File: config.mk
export PLATFORM = sky130hd
export DESIGN_NAME = html_entity_decoder
export DESIGN_NICKNAME = d
export VERILOG_FILES = /design/src/sv/hed_pkg.sv /design/src/sv/hed_ctrl.sv /design/src/sv/hed_dp.sv /design/src/sv/html_entity_decoder.sv
export SDC_FILE = /design/constraint.sdc
export NUM_CORES = 1
export LEC_CHECK = 0
export BUFFER_PORTS_ARGS = -buffer_cell sky130_fd_sc_hd__buf_2
export CAP_MARGIN = 30
export CORE_MARGIN = 2
export CORE_UTILIZATION = 65
export CTS_BUF_LIST = sky130_fd_sc_hd__clkbuf_4 sky130_fd_sc_hd__clkbuf_8
export DETAILED_ROUTE_END_ITERATION = 6
export PLACE_DENSITY = 0.93
export REMOVE_ABC_BUFFERS = 1
export SLEW_MARGIN = 20
export SYNTH_ARGS = -nofsm -noshare
export SYNTH_HDL_FRONTEND = slang
export SYNTH_SLANG_ARGS = --single-unit
File: constraint.sdc
create_clock -name clk -period 5.7 [get_ports clk]
set_clock_uncertainty 0.2 [all_clocks]
set_input_delay 0 -clock clk [delete_from_list [all_inputs] [get_ports clk]]
set_output_delay 0 -clock clk [all_outputs]
set_load 0.02 [all_outputs]
File: src/sv/hed_pkg.sv
// Shared types and constants for the HTML entity decoder.
// Used by hed_ctrl, hed_dp and html_entity_decoder; depends on nothing.
package hed_pkg;

	localparam int unsigned MAX_NAME_LEN_DEF = 8;

	localparam logic [7:0] CH_AMP  = 8'h26;
	localparam logic [7:0] CH_HASH = 8'h23;
	localparam logic [7:0] CH_SEMI = 8'h3B;

	// Known entity names, lower case, zero padded: lt, gt, amp, quot.
	localparam int unsigned NUM_ENT = 4;
	localparam logic [7:0] ENT_NAME [NUM_ENT][4] = '{
		'{8'h6C, 8'h74, 8'h00, 8'h00},
		'{8'h67, 8'h74, 8'h00, 8'h00},
		'{8'h61, 8'h6D, 8'h70, 8'h00},
		'{8'h71, 8'h75, 8'h6F, 8'h74}
	};
	localparam logic [2:0] ENT_LEN [NUM_ENT] = '{3'd2, 3'd2, 3'd3, 3'd4};
	localparam logic [7:0] ENT_CHAR [NUM_ENT] = '{8'h3C, 8'h3E, 8'h26, 8'h22};

	typedef enum logic [1:0] {
		M_PLAIN = 2'd0,
		M_AMP   = 2'd1,
		M_NUM   = 2'd2,
		M_NAME  = 2'd3
	} mode_t;

	typedef enum logic [1:0] {
		S_IDLE   = 2'd0,
		S_FLUSH  = 2'd1,
		S_EMIT_A = 2'd2,
		S_EMIT_B = 2'd3
	} state_t;

	typedef enum logic [1:0] {
		OSEL_AMP = 2'd0,
		OSEL_BUF = 2'd1,
		OSEL_A   = 2'd2,
		OSEL_B   = 2'd3
	} osel_t;

	typedef struct packed {
		logic  accept;
		logic  load;
		osel_t sel;
		logic  live;
		logic  last;
		logic  adv;
	} cmd_t;

	typedef struct packed {
		logic plan_flush;
		logic plan_a;
		logic plan_b;
		logic a_pend;
		logic b_pend;
		logic flush_end;
		logic out_free;
	} status_t;

endpackage

File: src/sv/hed_ctrl.sv
// Controller of the HTML entity decoder: sequences the result words of one input word.
// Depends on hed_pkg; drives the datapath hed_dp through cmd_t and reads status_t.
module hed_ctrl import hed_pkg::*; (
	input  logic    clk,
	input  logic    arst_n,
	input  logic    text_valid,
	output logic    text_stall,
	input  status_t st,
	output cmd_t    cmd
);

	state_t state_q, state_n;

	always_ff @(posedge clk or negedge arst_n) begin
		if (!arst_n) begin
			state_q <= S_IDLE;
		end else begin
			state_q <= state_n;
		end
	end

	always_comb begin
		state_n = state_q;
		unique case (state_q)
			S_IDLE: begin
				if (text_valid && st.out_free) begin
					if (st.plan_flush) begin
						state_n = S_FLUSH;
					end else if (st.plan_a && st.plan_b) begin
						state_n = S_EMIT_B;
					end
				end
			end
			S_FLUSH: begin
				if (st.out_free && st.flush_end) begin
					if (st.a_pend) begin
						state_n = S_EMIT_A;
					end else if (st.b_pend) begin
						state_n = S_EMIT_B;
					end else begin
						state_n = S_IDLE;
					end
				end
			end
			S_EMIT_A: begin
				if (st.out_free) begin
					state_n = st.b_pend ? S_EMIT_B : S_IDLE;
				end
			end
			S_EMIT_B: begin
				if (st.out_free) begin
					state_n = S_IDLE;
				end
			end
			default: state_n = S_IDLE;
		endcase
	end

	always_comb begin
		cmd        = '0;
		cmd.sel    = OSEL_AMP;
		text_stall = 1'b1;
		unique case (state_q)
			S_IDLE: begin
				text_stall = !st.out_free;
				if (text_valid && st.out_free) begin
					cmd.accept = 1'b1;
					cmd.live   = 1'b1;
					if (st.plan_flush) begin
						cmd.load = 1'b1;
						cmd.sel  = OSEL_AMP;
					end else if (st.plan_a) begin
						cmd.load = 1'b1;
						cmd.sel  = OSEL_A;
						cmd.last = !st.plan_b;
					end else if (st.plan_b) begin
						cmd.load = 1'b1;
						cmd.sel  = OSEL_B;
						cmd.last = 1'b1;
					end
				end
			end
			S_FLUSH: begin
				if (st.out_free) begin
					cmd.load = 1'b1;
					cmd.sel  = OSEL_BUF;
					cmd.adv  = 1'b1;
					cmd.last = st.flush_end && !st.a_pend && !st.b_pend;
				end
			end
			S_EMIT_A: begin
				if (st.out_free) begin
					cmd.load = 1'b1;
					cmd.sel  = OSEL_A;
					cmd.last = !st.b_pend;
				end
			end
			S_EMIT_B: begin
				if (st.out_free) begin
					cmd.load = 1'b1;
					cmd.sel  = OSEL_B;
					cmd.last = 1'b1;
				end
			end
			default: begin
				text_stall = 1'b1;
			end
		endcase
	end

`ifndef SYNTHESIS
	// A word that is not the final one of its run always leaves more work behind.
	a_more_follows: assert property (@(posedge clk) disable iff (!arst_n)
		(cmd.load && !cmd.last) |=> (state_q != S_IDLE))
		else $error("non-final result word but controller returned to idle");

	a_accept_idle: assert property (@(posedge clk) disable iff (!arst_n)
		(text_valid && !text_stall) |-> (state_q == S_IDLE && st.out_free))
		else $error("input word taken while a run is still being emitted");
`endif

endmodule

File: src/sv/hed_dp.sv
// Datapath of the HTML entity decoder: scan state, name letters, result plan and output register.
// Depends on hed_pkg; commanded by hed_ctrl through cmd_t, reports through status_t.
module hed_dp import hed_pkg::*; #(
	parameter int unsigned MAX_NAME_LEN = MAX_NAME_LEN_DEF
) (
	input  logic        clk,
	input  logic        arst_n,
	input  logic [7:0]  text_byte,
	input  logic        text_last,
	input  logic        res_stall,
	input  cmd_t        cmd,
	output status_t     st,
	output logic        res_valid,
	output logic [7:0]  out_byte,
	output logic        run_last
);

	localparam int unsigned CNT_W = $clog2(MAX_NAME_LEN + 1);
	localparam int unsigned IDX_W = $clog2(MAX_NAME_LEN);

	mode_t              mode_q;
	logic [7:0]         accum_q;
	logic [CNT_W-1:0]   count_q;
	logic [NUM_ENT-1:0] match_q;
	logic [7:0]         name_q [MAX_NAME_LEN];
	logic               a_pend_q, b_pend_q;
	logic [7:0]         a_byte_q, b_byte_q;
	logic [CNT_W-1:0]   flush_len_q;
	logic [IDX_W-1:0]   flush_idx_q;
	logic               res_valid_q, run_last_q;
	logic [7:0]         out_byte_q;

	logic               is_letter, is_digit;
	logic [7:0]         folded, acc_digit;
	logic [NUM_ENT-1:0] match_step, ent_hit;
	logic [7:0]         ent_byte;

	logic               flush, a_en, b_en, wr_en;
	logic [7:0]         a_b, b_b;
	logic [CNT_W-1:0]   flen, cnt_n;
	logic [IDX_W-1:0]   widx;
	mode_t              mode_n;
	logic [7:0]         acc_n;
	logic [NUM_ENT-1:0] match_n;
	logic               out_free;
	logic [7:0]         out_sel;

	assign is_letter = (text_byte >= 8'h41 && text_byte <= 8'h5A) ||
	                   (text_byte >= 8'h61 && text_byte <= 8'h7A);
	assign is_digit  = (text_byte >= 8'h30 && text_byte <= 8'h39);
	assign folded    = (text_byte >= 8'h41 && text_byte <= 8'h5A) ?
	                   (text_byte + 8'd32) : text_byte;
	// accum * 10 + digit, kept modulo 256.
	assign acc_digit = {accum_q[4:0], 3'b000} + {accum_q[6:0], 1'b0} +
	                   {4'b0000, text_byte[3:0]};

	// Each candidate name stays alive while every letter so far matches it.
	always_comb begin
		ent_byte = 8'h00;
		for (int k = 0; k < NUM_ENT; k++) begin
			match_step[k] = (count_q == '0 || match_q[k]) && (count_q < CNT_W'(4)) &&
			                (folded == ENT_NAME[k][count_q[1:0]]);
			ent_hit[k]    = match_q[k] && (count_q == CNT_W'(ENT_LEN[k]));
			if (ent_hit[k]) begin
				ent_byte = ENT_CHAR[k];
			end
		end
	end

	// Result plan of the current input word: an optional flush of '&' and the
	// held letters, then an optional word A, then an optional word B.
	always_comb begin
		flush   = 1'b0;
		flen    = count_q;
		a_en    = 1'b0;
		a_b     = accum_q;
		b_en    = 1'b0;
		b_b     = text_byte;
		wr_en   = 1'b0;
		widx    = count_q[IDX_W-1:0];
		mode_n  = mode_q;
		acc_n   = accum_q;
		cnt_n   = count_q;
		match_n = match_q;
		unique case (mode_q)
			M_PLAIN: begin
				b_en = (text_byte != CH_AMP);
				if (text_byte == CH_AMP) begin
					mode_n = M_AMP;
				end
			end
			M_AMP: begin
				if (text_byte == CH_HASH) begin
					acc_n  = 8'h00;
					mode_n = M_NUM;
				end else if (is_letter) begin
					wr_en   = 1'b1;
					widx    = '0;
					cnt_n   = CNT_W'(1);
					match_n = match_step;
					mode_n  = M_NAME;
				end else if (text_byte == CH_SEMI) begin
					mode_n = M_PLAIN;
				end else begin
					a_en   = 1'b1;
					a_b    = CH_AMP;
					mode_n = M_PLAIN;
					b_en   = (text_byte != CH_AMP);
					if (text_byte == CH_AMP) begin
						mode_n = M_AMP;
					end
				end
			end
			M_NUM: begin
				if (is_digit) begin
					acc_n = acc_digit;
				end else begin
					a_en   = (accum_q != 8'h00);
					acc_n  = 8'h00;
					mode_n = M_PLAIN;
					if (text_byte != CH_SEMI) begin
						b_en = (text_byte != CH_AMP);
						if (text_byte == CH_AMP) begin
							mode_n = M_AMP;
						end
					end
				end
			end
			M_NAME: begin
				if (is_letter) begin
					if (count_q < CNT_W'(MAX_NAME_LEN)) begin
						wr_en   = 1'b1;
						cnt_n   = CNT_W'(count_q + 1'b1);
						match_n = match_step;
					end else begin
						flush  = 1'b1;
						a_en   = 1'b1;
						a_b    = text_byte;
						cnt_n  = '0;
						mode_n = M_PLAIN;
					end
				end else if (text_byte == CH_SEMI) begin
					a_en   = |ent_hit;
					a_b    = ent_byte;
					cnt_n  = '0;
					mode_n = M_PLAIN;
				end else begin
					flush  = 1'b1;
					cnt_n  = '0;
					mode_n = M_PLAIN;
					b_en   = (text_byte != CH_AMP);
					if (text_byte == CH_AMP) begin
						mode_n = M_AMP;
					end
				end
			end
			default: mode_n = M_PLAIN;
		endcase

		// End of text drains whatever entity is still pending.
		if (text_last) begin
			case (mode_n)
				M_AMP: begin
					b_en = 1'b1;
					b_b  = CH_AMP;
				end
				M_NUM: begin
					a_en = (acc_n != 8'h00);
					a_b  = acc_n;
				end
				M_NAME: begin
					flush = 1'b1;
					flen  = cnt_n;
				end
				default: begin
				end
			endcase
			mode_n = M_PLAIN;
			acc_n  = 8'h00;
			cnt_n  = '0;
		end
	end

	always_ff @(posedge clk or negedge arst_n) begin
		if (!arst_n) begin
			mode_q      <= M_PLAIN;
			accum_q     <= 8'h00;
			count_q     <= '0;
			match_q     <= '0;
			a_pend_q    <= 1'b0;
			b_pend_q    <= 1'b0;
			flush_len_q <= '0;
			flush_idx_q <= '0;
		end else begin
			if (cmd.accept) begin
				mode_q      <= mode_n;
				accum_q     <= acc_n;
				count_q     <= cnt_n;
				match_q     <= match_n;
				a_pend_q    <= a_en;
				b_pend_q    <= b_en;
				flush_len_q <= flen;
				flush_idx_q <= '0;
			end else if (cmd.adv) begin
				flush_idx_q <= IDX_W'(flush_idx_q + 1'b1);
			end
		end
	end

	always_ff @(posedge clk) begin
		if (cmd.accept) begin
			a_byte_q <= a_b;
			b_byte_q <= b_b;
			if (wr_en) begin
				name_q[widx] <= text_byte;
			end
		end
	end

	assign out_free = !res_valid_q || !res_stall;

	always_comb begin
		case (cmd.sel)
			OSEL_AMP: out_sel = CH_AMP;
			OSEL_BUF: out_sel = name_q[flush_idx_q];
			OSEL_A:   out_sel = cmd.live ? a_b : a_byte_q;
			OSEL_B:   out_sel = cmd.live ? b_b : b_byte_q;
			default:  out_sel = CH_AMP;
		endcase
	end

	always_ff @(posedge clk or negedge arst_n) begin
		if (!arst_n) begin
			res_valid_q <= 1'b0;
		end else if (cmd.load) begin
			res_valid_q <= 1'b1;
		end else if (!res_stall) begin
			res_valid_q <= 1'b0;
		end
	end

	always_ff @(posedge clk) begin
		if (cmd.load) begin
			out_byte_q <= out_sel;
			run_last_q <= cmd.last;
		end
	end

	assign st.plan_flush = flush;
	assign st.plan_a     = a_en;
	assign st.plan_b     = b_en;
	assign st.a_pend     = a_pend_q;
	assign st.b_pend     = b_pend_q;
	assign st.flush_end  = (CNT_W'(flush_idx_q) + CNT_W'(1)) == flush_len_q;
	assign st.out_free   = out_free;

	assign res_valid = res_valid_q;
	assign out_byte  = out_byte_q;
	assign run_last  = run_last_q;

`ifndef SYNTHESIS
	a_load_free: assert property (@(posedge clk) disable iff (!arst_n)
		cmd.load |-> out_free)
		else $error("output register overwritten while its word is stalled");

	a_count_name: assert property (@(posedge clk) disable iff (!arst_n)
		(mode_q != M_NAME) |-> (count_q == '0))
		else $error("letters held outside of an entity name");

	a_flush_len: assert property (@(posedge clk) disable iff (!arst_n)
		cmd.adv |-> (flush_len_q != '0 && flush_len_q <= CNT_W'(MAX_NAME_LEN)))
		else $error("flush of held letters with an invalid length");
`endif

endmodule

File: src/sv/html_entity_decoder.sv
// HTML entity decoder top level: hed_ctrl sequences, hed_dp holds state and output register.
// The first result word of an input word appears in the cycle after that word is accepted.
// A word with zero or one result frees the input for the next unless the output is stalled;
// more results stall the input until all pass the single output register that reads name letters.
// Reset (arst_n low): plain-text mode, counters and output valid cleared; letters not reset.
module html_entity_decoder import hed_pkg::*; #(
	parameter int unsigned MAX_NAME_LEN = MAX_NAME_LEN_DEF
) (
	input  logic       clk,
	input  logic       arst_n,
	input  logic       text_valid,
	output logic       text_stall,
	input  logic [7:0] text_byte,
	input  logic       text_last,
	output logic       res_valid,
	input  logic       res_stall,
	output logic [7:0] out_byte,
	output logic       run_last
);

	cmd_t    cmd;
	status_t st;

	hed_ctrl u_ctrl (
		.clk        (clk),
		.arst_n     (arst_n),
		.text_valid (text_valid),
		.text_stall (text_stall),
		.st         (st),
		.cmd        (cmd)
	);

	hed_dp #(
		.MAX_NAME_LEN (MAX_NAME_LEN)
	) u_dp (
		.clk       (clk),
		.arst_n    (arst_n),
		.text_byte (text_byte),
		.text_last (text_last),
		.res_stall (res_stall),
		.cmd       (cmd),
		.st        (st),
		.res_valid (res_valid),
		.out_byte  (out_byte),
		.run_last  (run_last)
	);

endmodule
==> impl_metrics.csv <==
group,metric,value,unit
placed_design,portBuffers,23,
timing,final.min_clock_period,4.89,ns
worst_setup_path,crit_chain,"dlygate4sd3_1 -> buf_2 -> inv_1 -> ha_1 -> nor4bb_1 -> a22oi_2 -> o2bb2ai_2 -> buf_4 -> o21ai_0 -> nand4_1 -> buf_4 -> o21ai_0 -> inv_1 -> ha_1 -> o41a_1 -> a2111oi_0 -> a211oi_1",
timing,tns,0,ns
yosys,ys_types,70,
yosys,synth_top_family_by_area,"compound AO/OA/AOI/OAI gates",
route,drt-vias-per-instance,7.02,
route,wl_per_cell,22.6,um
power_and_ir_drop,peakVddDrop,0.000311,V
die,start_util,66.9,%
cts,htree_num_levels,4,
route,routed_wl,18000,um
cells_and_area,drive_gt1_share,15.6,%
yosys,ys_seq_elements,119,
cts,cts_buffers,17,
cts,postCtsSetupBuffers,0,
cts,clk_latency,0.45,ns
die,die_height,107,um
placed_design,place_area,7060,um^2
power_and_ir_drop,p_per_area,438,nW/um^2
timing,whs,0.193,ns
worst_setup_path,cp_data_arrival_time,4.86,ns
yosys,synth_xor_area_share,2.29,%
yosys,synthSimpleGateAreaFrac,13.1,%
timing,maxSlewViolCount,0,
route,ant_nets,0,
cells_and_area,final_net_count,687,
worst_setup_path,timing.critical_path.from,"text_byte[5]",
timing,finalHoldViolations,0,
grt,grt.total_usage,33.3,%
yosys,synth_edf_count,89,
grt,antenna_found_initial,0,
min_path,holdCritPathClass,"input pin to register",
yosys,synthCells,617,
route,first_pass_iters,6,
worst_setup_path,slowest_delay,0.58,ns
worst_setup_path,cp_num_buf_inv,6,
yosys,synth_compound_area_share,17.9,%
worst_setup_path,cp_slowest_cell,"o41a_1",
die,rows,37,
power_and_ir_drop,p_total,0.00334,W
min_path,hp-start,"text_last",
die,boundaryPins,24,
timing,rsz0062_at_grt,"no",
grt,grt_max_degree,42,
yosys,async_reset_ff_share,25.2,%
timing,worstMarginPinSlew,0.945,ns
die,die_area,11400,um^2
worst_setup_path,rr_startpoint,"u_dp.accum_q[2]$_DFFE_PN0P_",
worst_setup_path,worstSetupStartpointType,"input pin",
cts,cts_root_buf,"clkbuf_8",
worst_setup_path,crit_required,5.67,ns
yosys,muxShareOfSynthArea,8.28,%
grt,grt_pass1_wl,28400,um
run_status,status,"complete, no violations",
cells_and_area,n_antenna_cell,0,
placed_design,dp_hpwl,12000,um
yosys,synthTopCellsByCount,"edfxtp_1 (89), nand2_1 (59), o21ai_0 (42)",
route,vias,5587,
cells_and_area,stdcell_count,796,
cts,cts.reportedPaths.clkPinSlew,0.07,ns
timing,setup_viol,0,
job,max-cap-violations,0,
grt,overflow,0,
route,drtIter0Drc,766,
worst_setup_path,worst-path-max-fanout,22,
placed_design,gp_congestion,0.942,
yosys,yosys.area.top_type,"edfxtp_1",
power_and_ir_drop,p_leak,2.78,nW
worst_setup_path,crit_type,"input pin to register",
yosys,ys_seq_area_share,49.8,%
cts,cts.sinks,119,
timing,max_freq,204,MHz
worst_setup_path,cp-end-kind,"register",
yosys,yosys.area.top_type_share,38.9,%
route,drc,0,
yosys,yosys_warnings,0,
cts,cts.repair.resized,0,
yosys,syn_avg_cell_area,11.1,um^2
grt,grt_pass1_vias,5388,
cells_and_area,area_growth,10.8,%
cts,cts_buffer_depth,2,
yosys,netlist_area,6880,um^2
die,core-area,10300,um^2
yosys,synthFlopType,"edfxtp_1",
cts,cts.hold.buffers_added,15,
die,die_x,107,um
cts,cts_tree,"yes",
placed_design,dp_cells,748,
cells_and_area,final_cell_area,7620,um^2
worst_setup_path,cp_top_family,"compound AO/OA/AOI/OAI gates",
timing,min_period_over_period,85.9,%
yosys,synthTopCellsByArea,"edfxtp_1 (39%), dfrtp_1 (11%), mux4_2 (5.2%)",
yosys,synth_fa_ha_area_share,5.13,%
timing,slew_headroom,37.0,%
yosys,synth.most_common_cell,"edfxtp_1",
[cells by family after synthesis]
group | count (synthesis)
AO/OA/AOI/OAI | 177
XOR/XNOR | 18
AND/OR/NAND/NOR | 184
buffers and inverters | 56
adder cells (fa/ha/maj) | 27
multiplexers | 36
flip-flops | 119
[layout make-up]
type | instances | area [um^2]
Clock inverter | 14 | 148
Clock buffer | 18 | 241
Sequential cell | 119 | 3420
Multi-Input combinational cell | 442 | 3210
Fill cell | 680 | 2650
Timing Repair Buffer | 49 | 365
Tap cell | 136 | 170
Inverter | 18 | 67.6
[final timing paths]
path / end / slack, ns / cells past startpoint
worst max register to register: u_dp.out_byte[5]$_DFFE_PP_ / 1.03 / 16
worst min register to register: u_dp.flush_len_q[1]$_DFFE_PN0P_ / 0.33 / 2
worst min-delay path: u_dp.accum_q[1]$_DFFE_PN0P_ / 0.19 / 3
min in group asynchronous: u_dp.res_valid$_DFFE_PN0P_ / 0.36 / 4
max in group asynchronous: u_dp.accum_q[1]$_DFFE_PN0P_ / 4.74 / 4
worst max-delay path: u_dp.out_byte[5]$_DFFE_PP_ / 0.81 / 17
[metrics by stage]
| step | worst slack [ns] | utilization (%) |
|---|---|---|
| after detailed placement | 1.02 | 68.7 |
| after global placement | 1.39 | 68.7 |
| after global routing | 0.465 | 74.2 |
| after CTS | 0.906 | 74.0 |
| after floorplan | 1.49 | - |
| final | 0.806 | 74.2 |
[state kept, by name (all words and copies together), names as in the netlist]
signal            flops
u_ctrl.state_q        2
u_dp.a_byte_q         8
u_dp.a_pend_q         1
u_dp.accum_q          8
u_dp.b_byte_q         8
u_dp.b_pend_q         1
u_dp.count_q          4
u_dp.flush_idx_q      3
u_dp.flush_len_q      4
u_dp.match_q          4
u_dp.mode_q           2
u_dp.name_q          64
u_dp.out_byte         8
u_dp.res_valid        1
u_dp.run_last         1
[metal layers]
metal	share of wire (%)	routed length [um]	GRT usage, %	vias to the layer above
li1	-	-	-	2422
met1	37	6730	44.1	2651
met3	12	2120	8.02	86
met4	3.9	708	15.8	0
met5	0	0	0	-
met2	47	8450	52.2	428
[worst register-to-register path: cells and delay by family (launching register included)]
kind | cells | cell delay (ns)
fa+ha+maj | 3 | 1.15
xor+xnor | 1 | 0.08
buf+inv | 1 | 0.10
flops | 1 | 0.52
mux | 1 | 0.32
simple gates | 4 | 0.52
compound gates | 6 | 1.52
[where the power goes]
part	switching, W	total, W	leakage [nW]	internal [W]
registers	0.000126	0.00120	1.20	0.00107
clock network	0.000371	0.000766	0.187	0.000395
logic	0.000829	0.00137	1.39	0.000546
[cell usage in the layout, fill, tap and decap left out, types with 5 or more instances in the layout]
master	count
dfrtp_1	30
a211oi_1	9
buf_4	10
nor2_1	41
o21ai_0	42
nand4_1	10
and2_1	10
a31oi_1	14
mux2i_1	13
nor3_1	15
a22oi_1	11
o211ai_1	6
mux4_2	16
xnor2_1	8
nand3_1	20
ha_1	25
mux2_2	7
a22o_1	8
edfxtp_1	89
o22ai_1	5
nand2_1	59
a21oi_1	36
clkbuf_8	17
dlygate4sd3_1	14
a21o_1	9
nand2b_1	7
buf_2	23
xor2_1	10
inv_1	17
Power figures use the tool's default switching activity.
